### config.mk
export PLATFORM = sky130hd
export DESIGN_NAME = sliding_window_min_max_mean
export DESIGN_NICKNAME = d
export VERILOG_FILES = /design/src/hdl/swmmm_pkg.sv /design/src/hdl/swmmm_ctrl.sv /design/src/hdl/swmmm_dp.sv /design/src/hdl/sliding_window_min_max_mean.sv
export SDC_FILE = /design/constraint.sdc
export NUM_CORES = 1
export LEC_CHECK = 0
export BUFFER_PORTS_ARGS = -buffer_cell sky130_fd_sc_hd__buf_2
export CAP_MARGIN = 20
export CORE_ASPECT_RATIO = 2
export CORE_UTILIZATION = 55
export CTS_CLUSTER_DIAMETER = 120
export DETAILED_ROUTE_END_ITERATION = 8
export MAX_ROUTING_LAYER = met4
export PLACE_DENSITY = 0.68
export REMOVE_ABC_BUFFERS = 1
export SETUP_SLACK_MARGIN = 0.1
export SLEW_MARGIN = 20
export SYNTH_ARGS = -nofsm -noshare
export SYNTH_HDL_FRONTEND = slang
export SYNTH_SLANG_ARGS = --single-unit
### constraint.sdc
create_clock -name clk -period 6.76 [get_ports clk]
set_input_delay 0 -clock clk [delete_from_list [all_inputs] [get_ports clk]]
set_output_delay 0 -clock clk [all_outputs]
set_load 0.01 [all_outputs]
### src/hdl/swmmm_pkg.sv
// shared constants, types and control structs for the sliding window block
// no dependencies
`default_nettype none

package swmmm_pkg;

	localparam int DEPTH     = 64;
	localparam int SAMPLE_W  = 16;
	localparam int LEN_W     = 7;
	localparam int HELD_W    = 7;
	localparam int LEN_RESET = (64 > DEPTH) ? DEPTH : 64;
	localparam int ADDR_W    = $clog2(DEPTH);
	localparam int CNT_W     = $clog2(DEPTH + 1);
	localparam int SUM_W     = SAMPLE_W + CNT_W;
	localparam int DIV_W     = SUM_W + (SUM_W % 2);
	localparam int DIV_STEPS = DIV_W / 2;
	localparam int DSTEP_W   = (DIV_STEPS > 1) ? $clog2(DIV_STEPS) : 1;
	localparam int IN_W      = ((SAMPLE_W + 7) / 8) * 8;
	localparam int OUT_BITS  = 3 * SAMPLE_W + HELD_W;
	localparam int OUT_W     = ((OUT_BITS + 7) / 8) * 8;

	typedef enum logic [2:0] {
		ST_IDLE,
		ST_WRITE,
		ST_SCAN,
		ST_LAST,
		ST_DIVLD,
		ST_DIV,
		ST_DONE
	} state_t;

	typedef struct packed {
		logic idle;
		logic wr;
		logic scan;
		logic last;
		logic div_ld;
		logic div_step;
		logic out_ld;
	} cmd_t;

	typedef struct packed {
		logic scan_last;
		logic div_last;
		logic out_free;
	} stat_t;

endpackage

`default_nettype wire

### src/hdl/swmmm_ctrl.sv
// sequencing state machine for the sliding window block
// depends on swmmm_pkg
`default_nettype none

module swmmm_ctrl
	import swmmm_pkg::*;
(
	input  wire   clk,
	input  wire   arst_n,
	input  wire   in_valid,
	input  stat_t stat,
	output cmd_t  cmd
);

	state_t state_q;
	state_t state_nxt;

	always_ff @(posedge clk or negedge arst_n) begin
		if (!arst_n) begin
			state_q <= ST_IDLE;
		end else begin
			state_q <= state_nxt;
		end
	end

	always_comb begin
		state_nxt = state_q;
		case (state_q)
			ST_IDLE: begin
				if (in_valid) state_nxt = ST_WRITE;
			end
			ST_WRITE: state_nxt = ST_SCAN;
			ST_SCAN: begin
				if (stat.scan_last) state_nxt = ST_LAST;
			end
			ST_LAST:  state_nxt = ST_DIVLD;
			ST_DIVLD: state_nxt = ST_DIV;
			ST_DIV: begin
				if (stat.div_last) state_nxt = ST_DONE;
			end
			ST_DONE: begin
				if (stat.out_free) state_nxt = ST_IDLE;
			end
			default: state_nxt = ST_IDLE;
		endcase
	end

	always_comb begin
		cmd = '0;
		case (state_q)
			ST_IDLE:  cmd.idle     = 1'b1;
			ST_WRITE: cmd.wr       = 1'b1;
			ST_SCAN:  cmd.scan     = 1'b1;
			ST_LAST:  cmd.last     = 1'b1;
			ST_DIVLD: cmd.div_ld   = 1'b1;
			ST_DIV:   cmd.div_step = 1'b1;
			ST_DONE:  cmd.out_ld   = stat.out_free;
			default:  cmd          = '0;
		endcase
	end

endmodule

`default_nettype wire

### src/hdl/swmmm_dp.sv
// datapath: sample ring, window scan for sum/min/max, serial divider, result register
// depends on swmmm_pkg
`default_nettype none

module swmmm_dp
	import swmmm_pkg::*;
(
	input  wire                 clk,
	input  wire                 arst_n,
	input  cmd_t                cmd,
	output stat_t               stat,
	input  wire                 in_valid,
	input  wire  [SAMPLE_W-1:0] sample,
	input  wire                 cfg_valid,
	input  wire  [LEN_W-1:0]    cfg_data,
	input  wire                 out_ready,
	output logic                out_valid,
	output logic [OUT_W-1:0]    out_data
);

	logic        [SAMPLE_W-1:0] mem [DEPTH];
	logic        [SAMPLE_W-1:0] sample_q;
	logic        [CNT_W-1:0]    len_q;
	logic        [ADDR_W-1:0]   pos_q;
	logic        [CNT_W-1:0]    fill_q;
	logic        [CNT_W-1:0]    rd_idx_q;
	logic signed [SAMPLE_W-1:0] rd_data_s1;
	logic                       rd_vld_s1;
	logic                       first_q;
	logic signed [SUM_W-1:0]    sum_q;
	logic signed [SAMPLE_W-1:0] min_q;
	logic signed [SAMPLE_W-1:0] max_q;
	logic                       neg_q;
	logic        [CNT_W-1:0]    rem_q;
	logic        [DIV_W-1:0]    quo_q;
	logic        [DSTEP_W-1:0]  div_cnt_q;
	logic                       out_valid_q;
	logic        [SAMPLE_W-1:0] mean_q;
	logic        [SAMPLE_W-1:0] omin_q;
	logic        [SAMPLE_W-1:0] omax_q;
	logic        [HELD_W-1:0]   held_q;

	logic        [CNT_W-1:0]    len_new;
	logic        [ADDR_W-1:0]   wpos;
	logic        [CNT_W-1:0]    pos_inc;
	logic        [SUM_W-1:0]    sum_mag;
	logic        [CNT_W+DIV_W-1:0] step_a;
	logic        [CNT_W+DIV_W-1:0] step_b;
	logic        [SAMPLE_W-1:0] quo_lo;
	logic                       cfg_wr;

	function automatic logic [CNT_W+DIV_W-1:0] div_bit(
		input logic [CNT_W-1:0] rem,
		input logic [DIV_W-1:0] quo,
		input logic [CNT_W-1:0] dvs
	);
		logic [CNT_W:0] trial;
		logic           qbit;
		trial = {rem, quo[DIV_W-1]};
		qbit  = 1'b0;
		if (trial >= {1'b0, dvs}) begin
			trial = trial - {1'b0, dvs};
			qbit  = 1'b1;
		end
		return {trial[CNT_W-1:0], quo[DIV_W-2:0], qbit};
	endfunction

	assign cfg_wr = cfg_valid & cmd.idle;

	always_comb begin
		if (cfg_data == '0) begin
			len_new = CNT_W'(1);
		end else if (32'(cfg_data) > DEPTH) begin
			len_new = CNT_W'(DEPTH);
		end else begin
			len_new = CNT_W'(cfg_data);
		end
	end

	assign wpos    = (CNT_W'(pos_q) >= len_q) ? '0 : pos_q;
	assign pos_inc = CNT_W'(wpos) + CNT_W'(1);
	assign sum_mag = sum_q[SUM_W-1] ? SUM_W'(-sum_q) : SUM_W'(sum_q);
	assign step_a  = div_bit(rem_q, quo_q, fill_q);
	assign step_b  = div_bit(step_a[CNT_W+DIV_W-1:DIV_W], step_a[DIV_W-1:0], fill_q);
	assign quo_lo  = quo_q[SAMPLE_W-1:0];

	assign stat.scan_last = (rd_idx_q == fill_q - CNT_W'(1));
	assign stat.div_last  = (div_cnt_q == '0);
	assign stat.out_free  = ~out_valid_q | out_ready;

	// ring store and registered read port
	always_ff @(posedge clk) begin
		if (cmd.wr) begin
			mem[wpos] <= sample_q;
		end
		rd_data_s1 <= mem[rd_idx_q[ADDR_W-1:0]];
	end

	// payload registers
	always_ff @(posedge clk) begin
		if (cmd.idle && in_valid) begin
			sample_q <= sample;
		end
		if (cmd.wr) begin
			sum_q <= '0;
		end else if (rd_vld_s1) begin
			sum_q <= sum_q + SUM_W'(rd_data_s1);
			if (first_q || rd_data_s1 < min_q) min_q <= rd_data_s1;
			if (first_q || rd_data_s1 > max_q) max_q <= rd_data_s1;
		end
		if (cmd.div_ld) begin
			neg_q <= sum_q[SUM_W-1];
			rem_q <= '0;
			quo_q <= DIV_W'(sum_mag);
		end else if (cmd.div_step) begin
			rem_q <= step_b[CNT_W+DIV_W-1:DIV_W];
			quo_q <= step_b[DIV_W-1:0];
		end
		if (cmd.out_ld) begin
			mean_q <= neg_q ? (~quo_lo + SAMPLE_W'(1)) : quo_lo;
			omin_q <= min_q;
			omax_q <= max_q;
			held_q <= HELD_W'(fill_q);
		end
	end

	// control registers
	always_ff @(posedge clk or negedge arst_n) begin
		if (!arst_n) begin
			len_q       <= CNT_W'(LEN_RESET);
			pos_q       <= '0;
			fill_q      <= '0;
			rd_idx_q    <= '0;
			rd_vld_s1   <= 1'b0;
			first_q     <= 1'b0;
			div_cnt_q   <= '0;
			out_valid_q <= 1'b0;
		end else begin
			rd_vld_s1 <= cmd.scan;
			if (cfg_wr) begin
				len_q  <= len_new;
				pos_q  <= '0;
				fill_q <= '0;
			end else if (cmd.wr) begin
				pos_q <= (pos_inc >= len_q) ? '0 : ADDR_W'(pos_inc);
				if (fill_q < len_q) fill_q <= fill_q + CNT_W'(1);
			end
			if (cmd.wr) begin
				rd_idx_q <= '0;
				first_q  <= 1'b1;
			end else begin
				if (cmd.scan) rd_idx_q <= rd_idx_q + CNT_W'(1);
				if (rd_vld_s1) first_q <= 1'b0;
			end
			if (cmd.div_ld) begin
				div_cnt_q <= DSTEP_W'(DIV_STEPS - 1);
			end else if (cmd.div_step) begin
				div_cnt_q <= div_cnt_q - DSTEP_W'(1);
			end
			if (cmd.out_ld) begin
				out_valid_q <= 1'b1;
			end else if (out_ready) begin
				out_valid_q <= 1'b0;
			end
		end
	end

	assign out_valid = out_valid_q;
	assign out_data  = OUT_W'({held_q, omax_q, omin_q, mean_q});

endmodule

`default_nettype wire

### src/hdl/sliding_window_min_max_mean.sv
// one request at a time: s_tready stays low until the result of the accepted one is loaded
// the work per request is the one-entry-per-cycle scan of the n samples held (1..64)
// in the sample ram and a 2 bit per cycle divider
// a finished result waits in the output register while the next request is taken
// reset: arst_n clears count, write position and handshakes; window_length returns to 64
`default_nettype none

module sliding_window_min_max_mean
	import swmmm_pkg::*;
(
	input  wire              clk,
	input  wire              arst_n,
	input  wire              s_tvalid,
	output logic             s_tready,
	input  wire  [IN_W-1:0]  s_tdata,   // sample
	output logic             m_tvalid,
	input  wire              m_tready,
	output logic [OUT_W-1:0] m_tdata,   // mean_value, min_value, max_value, held_count
	input  wire              cfg_valid,
	output logic             cfg_ready,
	input  wire  [LEN_W-1:0] cfg_data
);

	cmd_t  cmd;
	stat_t stat;

	swmmm_ctrl u_ctrl (
		.clk      (clk),
		.arst_n   (arst_n),
		.in_valid (s_tvalid),
		.stat     (stat),
		.cmd      (cmd)
	);

	swmmm_dp u_dp (
		.clk       (clk),
		.arst_n    (arst_n),
		.cmd       (cmd),
		.stat      (stat),
		.in_valid  (s_tvalid),
		.sample    (s_tdata[SAMPLE_W-1:0]),
		.cfg_valid (cfg_valid),
		.cfg_data  (cfg_data),
		.out_ready (m_tready),
		.out_valid (m_tvalid),
		.out_data  (m_tdata)
	);

	assign s_tready  = cmd.idle;
	assign cfg_ready = cmd.idle;

endmodule

`default_nettype wire

# Word-level counts from Yosys, hierarchy flattened
# Memories as Yosys holds them, arrays and structs flattened. A register that Yosys moved wholly into a read port is not among the register bits.
# Cells that the tools add are included.
totals:
  register_bits: 195
  ram_bits: 1024
  inputBits: 28
  out_inout_bits: 59
  word_cells: 110
  memories: 1
mem_list:
  columns: ["name", "depth", "word_bits", "read_ports", "rd_ports_with_merged_regs", "wr", "line_no", "rtl"]
  rows:
  - ["u_dp.mem", 64, 16, 1, 1, 1, "swmmm_dp.sv:21", "logic [SAMPLE_W-1:0] mem [DEPTH];"]
op_classes:
  add_sub_neg: 10
  order_cmp: 8
  eq_ne: 11
  n_mux: 38
  bitwise: 5
  n_reduce_logical: 16
op_table:
  columns: ["cell", "count"]
  rows:
  - ["$mux 23", 3]
  - ["$mux 7", 9]
  - ["$mux 6", 4]
  - ["$add 23x16->23", 1]
  - ["$neg 23->23", 1]
  - ["$pmux 3 s7", 1]
  - ["$add 16x1->16 const B", 1]
  - ["$ge 8x7->1", 2]
  - ["$gt 16x16->1", 1]
  - ["$lt 16x16->1", 1]
  - ["$mux 16", 1]
  - ["$not 16->16", 1]
  - ["$add 7x1->7 const B", 2]
  - ["$mux 1", 14]
  - ["$sub 7x7->7", 2]
  - ["$mux 3", 4]
  - ["$reduce_bool 2->1", 6]
  - ["$eq 3x3->1 const B", 3]
  - ["$mux 4", 2]
  - ["$add 6x1->7 const B", 1]
  - ["$eq 7x7->1", 1]
  - ["$ge 6x7->1", 1]
  - ["$ge 7x7->1", 1]
  - ["$gt 7x7->1 const B", 1]
  - ["other kinds (18)", 24]

# Longest topological paths before layout
# Gate-level depths: netlist (run 1).
logic_depth:
  word_depth: 7
  ltp_mapped: 23
  depth_no_buf: 20

# Modules after synthesis
# A second synthesis (run 1) with hierarchy kept.
hier_totals:
  hier_cells: 2590
  area_unflattened_um2: 50478.4
by_module_without_submodules:
  columns: ["module", "n_inst", "cells_per_inst", "area_per_inst_um2"]
  rows:
  - ["swmmm_dp", 1, 2564, 50251.9]
  - ["swmmm_ctrl", 1, 25, 219.0]
  - ["sliding_window_min_max_mean", 1, 1, 7.5]

# Worst setup path after synthesis (run 1)
# OpenSTA, ideal clock, no wires.
synth_timing:
  kind: "register to register"
  start: "reg u_dp.fill_q[1]"
  end: "reg u_dp.rem_q[0]"
  setup_time_ns: 0.122
  arrival_time_ns: 4.141
  setup_slack_ns: 2.497
  stages_incl_launch_ff: 17
  period_less_slack_ns: 4.263
  cell_sequence: "dfrtp_1 -> inv_1 -> fa_1 -> a211oi_1 -> nor2_1 -> o31ai_1 -> nor2b_1 -> buf_2 -> mux2_2 -> ha_1 -> nor2b_1 -> o31a_1 -> o21ai_0 -> o211ai_1 -> a221o_1 -> clkbuf_1 -> a221o_1"
synth_between:
  elab_chain_len: 4
  elab_cells_between_ends: 5
  classes_between: "add/sub (1); order compare (2); mux (2)"
synth_rtl:
  columns: ["element", "line_no", "rtl"]
  rows:
  - ["start: declaration", "swmmm_dp.sv:25", "logic [CNT_W-1:0] fill_q;"]
  - ["start signal: assignment", "swmmm_dp.sv:146", "if (fill_q < len_q) fill_q <= fill_q + CNT_W'(1);"]
  - ["$sub 7x7->7 or $ge 8x7->1 (tied branches)", "swmmm_dp.sv:62, swmmm_dp.sv:61", null]
  - ["$mux 7", "swmmm_dp.sv:61", "if (trial >= {1'b0, dvs}) begin"]
  - ["$ge 8x7->1 *", "swmmm_dp.sv:61", null]
  - ["$mux 7 *", "swmmm_dp.sv:61", null]
  - ["end signal: assignment", "swmmm_dp.sv:116", "rem_q <= step_b[CNT_W+DIV_W-1:DIV_W];"]
  - ["end: declaration", "swmmm_dp.sv:34", "logic [CNT_W-1:0] rem_q;"]
# Every way passes the cells marked *; elsewhere a longest branch is shown, timed or not.
# A chain may end at the register's enable or synchronous reset.

# Worst setup path after layout (run 1)
layout_timing:
  start: "reg u_dp.fill_q[0]"
  end: "reg u_dp.rem_q[0]"
layout_between:
  elab_chain_len: 4
  elab_cells_between_ends: 6
  classes_between: "add/sub (2); order compare (2); mux (2)"
layout_rtl:
  columns: ["element", "line_no"]
  rows:
  - ["$sub 7x7->7 or $ge 8x7->1 (tied branches)", "swmmm_dp.sv:62, swmmm_dp.sv:61"]
  - ["$mux 7", "swmmm_dp.sv:61"]
  - ["$ge 8x7->1", "swmmm_dp.sv:61"]
  - ["$mux 7 *", "swmmm_dp.sv:61"]
# Marked as above.

==> results.md, run 1 <==
* Max-Cap Viols at 0
* CP Class: flip-flop to flip-flop
* Synth top area cells: edfxtp_1 68%, mux4_2 14%, ha_1 2.3%
* Syn Inst Count at around 2700
* F_max at 0.186 GHz
* Slowest cell on the critical path: nor2b_1
* Sequential share of the synthesized area at between 70% and 80%
* Final WS setup at 1.38 ns
* Post-Synth Simple-Gate Area at 4.14%
* Final period utilization at 79.6%
* Count leader, synth: edfxtp_1
* Final setup viols at 0
* Layout cells sized above 1 at 22.7%
* Routed WL per cell at 28.8 µm
* First-pass GRT wire length at 177000 µm
* Post-synth EDFFs at 1151
* Synth area leader: edfxtp_1
* Ys async rst share at 3.00%
* Synth Register Bits at around 1200
* PostCTS Resize Cnt at 0
* Yosys top cell area share at 68.3%
* Synth top cells by count: 1151 x edfxtp_1, 304 x mux4_2, 142 x nor2_1
* Post-Synth Adder-Cell Area at 2.42%
* Clk sinks at 1235
* Compound-Gate Fraction of Synth Area at 3.77%
* Multi-input logic area at roughly 13000 µm²
* Fill cell count at between 6000 and 7000
* Sum Neg Setup Slack at 0 ns
* Initial drt markers at 2247
* Clock latency on the worst-skew pair at approximately 0.72 ns
* Nature of the critical path endpoint: flip-flop
* Initial antenna violation count at 2
* Post-synthesis xor/xnor area fraction at 1.23%
* Peak fanout along the critical path at 11
* PD cells at 402 nW/µm²
* CP bufs+invs at 1
* Number of setup buffers added after CTS at 0
* Die ar. at 93300 µm²
* Delay-heaviest family, CP: compound AO/OA/AOI/OAI gates
* Core ar. at 91300 µm²
* Number of global-route vias before repair at ~27000
* Setup crit start kind: flip-flop
* HP Class: input port to flip-flop
* Final WL at 121000 µm
* Relative slew slack at 32.9%
* Vias post-DR at 26000
* Worst slew pin tran at between 0.9 and 1 ns
* Die H at between 400 and 500 µm
* Worst VDD drop at about 300 µV
* Crit path arrival time at ~6.0 ns
* Crit-path cells: ha_1, inv_1, fa_1, a211oi_1, nor2_1, o31ai_1, nor2b_1, mux2_2, ha_1, nor2b_1, o31a_1, o21ai_0, o211ai_1, a221o_1, a221o_1
* Run status: completed
* Ports at 87
* Worst-path clk slew at 0.07 ns
* GRT Overall Usage at 27.3%
* Total gr overflow at 0
* Synth cell types at 70
* FF/Latch Area at 36400 µm²
* Slew Viols, Final at 0
* Clk root buf: clkbuf_16
* ANT nets after route at 0
* Ys Warns at 0
* Hold Vio Cnt, Final at 0
* Critical path data required time at roughly 7.4 ns
* Leak at about 19 nW
* HPWL after DPL at 76400 µm
* Initial Util at 55.4%
* Row Count at 157
* # port buffers at 85
* Drt pass-1 iters at 5
* Clock skew at 0.0382 ns
* Vias per cell at 6.22
* Min cycle time layout at roughly 5.4 ns
* Largest net degree at the start of global routing at 134
* H-tree Lvls at 3
* Final #Nets at 3031
* Cell Area, Synth at ~51000 µm²
* RSZ-0062 raised after global routing: no
* CTS tree: built
* CTS buffer count at 104
* P&R area growth vs syn at 12.2%
* Worst slack, placed at around 1.4 ns
* Die X at 217 µm
* Gpl congestion at 0.877
* Main combinational cell family by area after synthesis: multiplexers
* Mux share of post-synthesis cell area at between 10% and 20%
* Crit path largest cell delay at approximately 0.68 ns
* Post-synthesis average cell area at 18.8 µm²
* Main synth FF type: edfxtp_1
* Max clock buf depth at 3
* Number of remaining DRC errors at 0
-- worst reg2reg max path: stages (launching register included) --
cell      delay (ns)
dfrtp_1         0.59
ha_1            0.26
inv_1           0.06
fa_1            0.42
a211oi_1        0.25
nor2_1          0.11
o31ai_1         0.42
nor2b_1         0.68
mux2_2          0.45
ha_1            0.34
nor2b_1         0.16
o31a_1          0.26
o21ai_0         0.22
o211ai_1        0.16
a221o_1         0.54
a221o_1         0.38
-- logic make-up (layout without fill, tap and decap cells) --
| group | Yosys count | count (layout) |
|---|---|---|
| flip-flops | 1235 | 1235 |
| adder cells (fa/ha/maj) | 96 | 96 |
| multiplexers | 366 | 366 |
| XOR/XNOR | 71 | 71 |
| other | 1 | 2 |
| buffers and inverters | 203 | 500 |
| AO/OA/AOI/OAI | 300 | 300 |
| AND/OR/NAND/NOR | 421 | 421 |
-- timing repair --
item	in CTS	in global routing
endpoints found under the setup margin	0	0
hold buffers	48	0
endpoints found under the hold margin	72	0
-- sequential cells by signal, summed over array words and instances, names as in the netlist, 3 cells and up --
name             count
u_dp.max_q          16
u_dp.mean_q         16
u_ctrl.state_q       3
u_dp.min_q          16
u_dp.held_q          7
u_dp.sum_q          23
u_dp.rd_data_s1     16
u_dp.omin_q         16
u_dp.rem_q           7
u_dp.len_q           7
u_dp.quo_q          24
u_dp.div_cnt_q       4
u_dp.fill_q          7
u_dp.sample_q       16
u_dp.pos_q           6
u_dp.rd_idx_q        7
u_dp.mem          1024
u_dp.omax_q         16
-- per-layer routing --
layer | GRT usage (%) | share of wire (%) | wire, µm | vias up
met1 | 29.5 | 35 | 41600 | 13500
met5 | - | 0 | 0 | -
met4 | 13.1 | 4.9 | 5960 | 0
met2 | 49.6 | 56 | 67500 | 898
met3 | 3.12 | 4.5 | 5480 | 267
li1 | - | - | - | 11300
-- area by class of cell --
type                       count  share of cell area, %
clock buffer                 126                   4.75
inverter                      69                  0.456
timing repair buffer         242                   3.16
multi-input combinational   1255                   23.5
tap                         1192                   2.63
antenna                        1                0.00441
clock inverter                63                   1.31
sequential                  1235                   64.2
-- placed cells by master (no fill, tap or decap), types with 8 or more instances in the layout --
cell type,n
o31ai_1,13
inv_1,67
nand4_1,24
buf_2,86
dfxtp_1,47
nand2_1,74
o21a_1,9
a211oi_1,38
o21ai_0,59
nor3_1,23
clkbuf_1,21
ha_1,93
xnor2_1,40
clkbuf_16,104
o211ai_1,8
clkinv_1,17
edfxtp_1,1151
mux2_2,8
nand3b_1,9
dlygate4sd3_1,47
nand2b_1,19
nor2b_1,54
xor2_1,31
mux4_2,304
or3_1,9
mux2i_1,54
nand3_1,23
a21oi_1,94
clkinv_2,16
bufinv_16,14
nor2_1,140
or4_1,9
a21o_1,26
buf_4,103
a31oi_1,8
dfrtp_1,32
-- path summary, 6_finish.rpt --
| check | from | to | slack [ns] | cells past startpoint |
|---|---|---|---|---|
| setup reg to reg | u_dp.fill_q[0] | u_dp.rem_q[0] | 1.38 | 15 |
| max in group asynchronous | arst_n | u_dp.rd_idx_q[0] | 6.07 | 4 |
| hold reg to reg | u_dp.max_q[12] | u_dp.omax_q[12] | 0.45 | 0 |
| setup / recovery | u_dp.fill_q[0] | u_dp.rem_q[0] | 1.38 | 15 |
| min in group asynchronous | arst_n | u_dp.len_q[6] | 0.42 | 3 |
| hold / removal | cfg_data[3] | u_dp.len_q[3] | 0.14 | 4 |
-- metrics by stage --
stage / hold slack, ns / cell area, µm² / power [W] / std cells / utilization [%]
2_1_floorplan: -0.296 / 50000 / 0.0150 / 2559 / -
3_3_place_gp: 0.165 / 52800 / 0.0167 / 3942 / 57.8
3_5_place_dp: 0.178 / 52900 / 0.0169 / 3945 / 57.9
4_1_cts: 0.0709 / 56800 / 0.0230 / 4182 / 62.2
5_1_grt: 0.148 / 56800 / 0.0238 / 4182 / 62.2
6_report: 0.140 / 56800 / 0.0228 / 4183 / 62.2
-- power breakdown --
part / internal, W / switching [W] / leakage, nW
clock: 0.00339 / 0.00274 / 1.67
sequential: 0.00917 / 0.000538 / 11.2
combinational: 0.00298 / 0.00399 / 5.62
No activity file was read; power rests on OpenSTA's default activity.
==> inputs of run 2 (changes only) <==
ABC_AREA = 1   (was unset)
PLACE_DENSITY = 0.71   (was 0.68)
clock period = 4.9 ns   (was 6.76 ns; I/O delays follow)
==> results.md, run 2 <==
* Run status: complete, but fails checks (was completed)
* Failing checks: DRC
* ANT nets after route at 0 (unchanged)
* Hold Vio Cnt, Final at 0 (unchanged)
* Synth cell types at 54 (was 70)
* Die H at 439 µm (was 431 µm)
* Max reg flops at 1024 (unchanged)
* Crit path arrival time at 4.38 ns (was 5.98 ns)
* Gpl congestion at 0.956 (was 0.877)
* HPWL after DPL at 90100 µm (was 76400 µm)
* Final WL at 145000 µm (was 121000 µm)
* Clock Power Share at 26.1% (was 26.9%)
* Vias per cell at 6.08 (was 6.22)
* Sum Neg Setup Slack at 0 ns (unchanged)
* Synth area leader: edfxtp_1 (unchanged)
* Inst Count DP at 5640 (was 3945)
* Fill cell count at 7181 (was 6443)
* Largest Register: u_dp.mem (unchanged)
* Final #Nets at 4719 (was 3031)
* Sequential share of the synthesized area at 69.5% (was 72.0%)
* Nature of the critical path endpoint: flip-flop (unchanged)
* Initial drt markers at 3781 (was 2247)
* HP Class: input port to flip-flop (unchanged)
* Syn Inst Count at 4450 (was 2693)
* Number of global-route vias before repair at 35100 (was 27200)
* FF-to-FF End: u_dp.quo_q[0] (was u_dp.rem_q[0])
* Drt pass-1 iters at 9 (was 5)
* H-tree Lvls at 3 (unchanged)
* Routed WL per cell at 24.6 µm (was 28.8 µm)
* Post-synthesis average cell area at 11.8 µm² (was 18.8 µm²)
* FF/Latch Area at 36400 µm² (about the same)
* CTS buffer count at 104 (unchanged)
* Multi-input logic area at 14000 µm² (was 13400 µm²)
* CTS tree: built (unchanged)
* Commonest cells after routing, fill and taps aside: 1151 x edfxtp_1, 766 x nor2_1, 559 x o21ai_0, 472 x nand2_1, 255 x nand3_1 (was 1151 x edfxtp_1, 304 x mux4_2, 140 x nor2_1, 104 x clkbuf_16, 103 x buf_4)
* Final period utilization at 79.4% (was 79.6%)
* Crit-path cells: inv_1, ha_1, nand2_1, nand3_1, nand2_1, o21ai_1, nand2_2, nand2_2, nand2_1, nand2_1, inv_1, ha_1, nand2_1, inv_1, nand3_1, nand3_1, a21oi_2, buf_4, nand3_1, nand2_1, o21ai_0 (was ha_1, inv_1, fa_1, a211oi_1, nor2_1, o31ai_1, nor2b_1, mux2_2, ha_1, nor2b_1, o31a_1, o21ai_0, o211ai_1, a221o_1, a221o_1)
* Combinational fraction of design power at 33.9% (was 30.6%)
* First-pass GRT wire length at 214000 µm (was 177000 µm)
* P&R area growth vs syn at 11.7% (was 12.2%)
* F_max at 0.257 GHz (was 0.186 GHz)
* Ys Warns at 0 (unchanged)
* Total gr overflow at 0 (unchanged)
* R2R Path Start: u_dp.fill_q[2] (was u_dp.fill_q[0])
* Sequential power share at 40.0% (was 42.6%)
* Ys async rst share at 3.00% (unchanged)
* Die X at 220 µm (was 217 µm)
* Clock latency on the worst-skew pair at 0.75 ns (was 0.72 ns)
* Main synth FF type: edfxtp_1 (unchanged)
* Worst-path clk slew at 0.07 ns (about the same)
* CP Class: flip-flop to flip-flop (unchanged)
* Synth top cells by count: 1151 x edfxtp_1, 768 x nor2_1, 559 x o21ai_0 (was 1151 x edfxtp_1, 304 x mux4_2, 142 x nor2_1)
* Post-Layout Cell Count at 5892 (was 4183)
* Vias post-DR at 35800 (was 26000)
* Clk root buf: clkbuf_16 (unchanged)
* Peak fanout along the critical path at 10 (was 11)
* Worst Setup EP: u_dp.quo_q[0] (was u_dp.rem_q[0])
* Clock skew at 0.0387 ns (was 0.0382 ns)
* Worst VDD drop at 491 µV (was 299 µV)
* CP most frequent cell: nand2_1
* Largest net degree at the start of global routing at 182 (was 134)
* Core ar. at 94100 µm² (was 91300 µm²)
* Final setup viols at 0 (unchanged)
* RSZ-0062 raised after global routing: no (unchanged)
* Row Count at 159 (was 157)
* Layout cells sized above 1 at 9.46% (was 22.7%)
* Die ar. at 96600 µm² (was 93300 µm²)
* Largest registers: u_dp.mem x1024, u_dp.quo_q x24, u_dp.sum_q x23 (unchanged)
* Synth top area cells: edfxtp_1 66%, nor2_1 5.5%, o21ai_0 5.3% (was edfxtp_1 68%, mux4_2 14%, ha_1 2.3%)
* GRT Overall Usage at 31.3% (was 27.3%)
* Post-synth EDFFs at 1151 (unchanged)
* Yosys top cell area share at 65.9% (was 68.3%)
* Slowest cell on the critical path: dfrtp_1 (was nor2b_1)
* Critical path data required time at 5.39 ns (was 7.36 ns)
* PD cells at 570 nW/µm² (was 402 nW/µm²)
* Reg2Reg Depth at 21 (was 15)
* # port buffers at 85 (unchanged)
* Crit path largest cell delay at 0.56 ns (was 0.68 ns)
* Setup crit start kind: flip-flop (unchanged)
* Sw frac at 37.5% (was 31.9%)
* Clk sinks at 1235 (unchanged)
* Max clock buf depth at 3 (unchanged)
* Worst hold stages at 5 (was 4)
* Relative slew slack at 21.1% (was 32.9%)
* Setup crit start: u_dp.fill_q[2] (was u_dp.fill_q[0])
* Ports at 87 (unchanged)
* Psw at 0.0125 W (was 0.00726 W)
* Initial Util at 55.7% (was 55.4%)
* PostCTS Resize Cnt at 0 (unchanged)
* Min cycle time layout at 3.89 ns (was 5.38 ns)
* Commonest non-fill, non-tap cell in the layout: edfxtp_1 (unchanged)
* Count leader, synth: edfxtp_1 (unchanged)
* Number of remaining DRC errors at 8 (was 0)
* Worst slew pin tran at 1.18 ns (was 1.00 ns)
* Slew Viols, Final at 0 (unchanged)
* Cell Area, Synth at 52400 µm² (was 50600 µm²)
* Leak at 20.8 nW (was 18.5 nW)
* Initial antenna violation count at 1 (was 2)
* Max-Cap Viols at 0 (unchanged)
* Int Power at 0.0209 W (was 0.0155 W)
* Synth Register Bits at 1235 (unchanged)
* Reg2reg setup slack at 1.01 ns (was 1.38 ns)
[run 2: changes by cell type after synthesis, sizes merged, moves of 153 or more]
cell and delta:
nand2 +408, nor2 +638, nand3 +236, o21ai +529
inv +153, mux4 -304
[run 2: cells by family after synthesis]
| kind of cell | synth area share, % |
|---|---|
| compound gates | 10.9 |
| xor+xnor | 0.885 |
| fa+ha+maj | 2.33 |
| buf+inv | 3.83 |
| flops | 69.5 |
| other cells | 0.00715 |
| simple gates | 12.6 |
[run 2: layout make-up]
| cell class | instances | share of cell area (%) |
|---|---|---|
| tap | 1207 | 2.58 |
| sequential | 1235 | 62.2 |
| clock buffer | 127 | 4.75 |
| inverter | 230 | 1.49 |
| antenna | 1 | 0.00427 |
| timing repair buffer | 273 | 3.61 |
| multi-input combinational | 2751 | 23.9 |
| clock inverter | 68 | 1.38 |
[run 2: stage by stage]
stage	utilization (%)	setup WS [ns]	cell area [µm²]	hold slack (ns)	total power (W)
after floorplan	-	-11.42	51300	-0.296	0.0206
after global placement	57.8	0.936	54400	0.178	0.0245
after detailed placement	57.8	0.972	54400	0.178	0.0247
after CTS	62.2	0.968	58500	0.146	0.0334
after global routing	62.2	0.502	58500	0.208	0.0350
final	62.2	1.01	58500	0.170	0.0334
[run 2: how the worst min path moves through the flow]
stage / end / startpoint / slack (ns)
2_1_floorplan: u_ctrl.state_q[0] / arst_n / -0.30
3_3_place_gp: u_dp.sample_q[8] / s_tdata[8] / 0.18
3_5_place_dp: u_dp.sample_q[8] / s_tdata[8] / 0.18
4_1_cts: u_dp.out_valid / m_tready / 0.15
5_1_grt: u_dp.out_valid / m_tready / 0.21
6_report: u_dp.out_valid / m_tready / 0.17
[run 2: power by group through the flow]
stage	clock [W]	combinational (W)	sequential [W]
3_5_place_dp	0	0.0111	0.0136
3_3_place_gp	0	0.0110	0.0135
2_1_floorplan	0	0.00672	0.0138
4_1_cts	0.00880	0.0112	0.0133
6_report	0.00872	0.0113	0.0134
5_1_grt	0.00918	0.0124	0.0134
[run 2: what timing repair did]
| action | in CTS | in global routing |
|---|---|---|
| setup buffers | 0 | 0 |
| setup endpoints to repair | 0 | 0 |
| hold buffers | 56 | 0 |
| hold endpoints to repair | 94 | 0 |
[run 2: per-layer routing]
metal  track usage [%]  vias up  wire length [µm]
met1              33.3    17500             48700
met5                 -        -                 0
met4              20.4        0             10500
met3              4.58      435              9790
met2              53.6     1660             76200
li1                  -    16300                 -
[run 2: critical path, delay by kind of cell, from the launching register on]
family | cells | cell delay, ns
compound gates | 3 | 0.32
buf+inv | 4 | 0.45
flops | 1 | 0.56
simple gates | 12 | 1.48
fa+ha+maj | 2 | 0.83
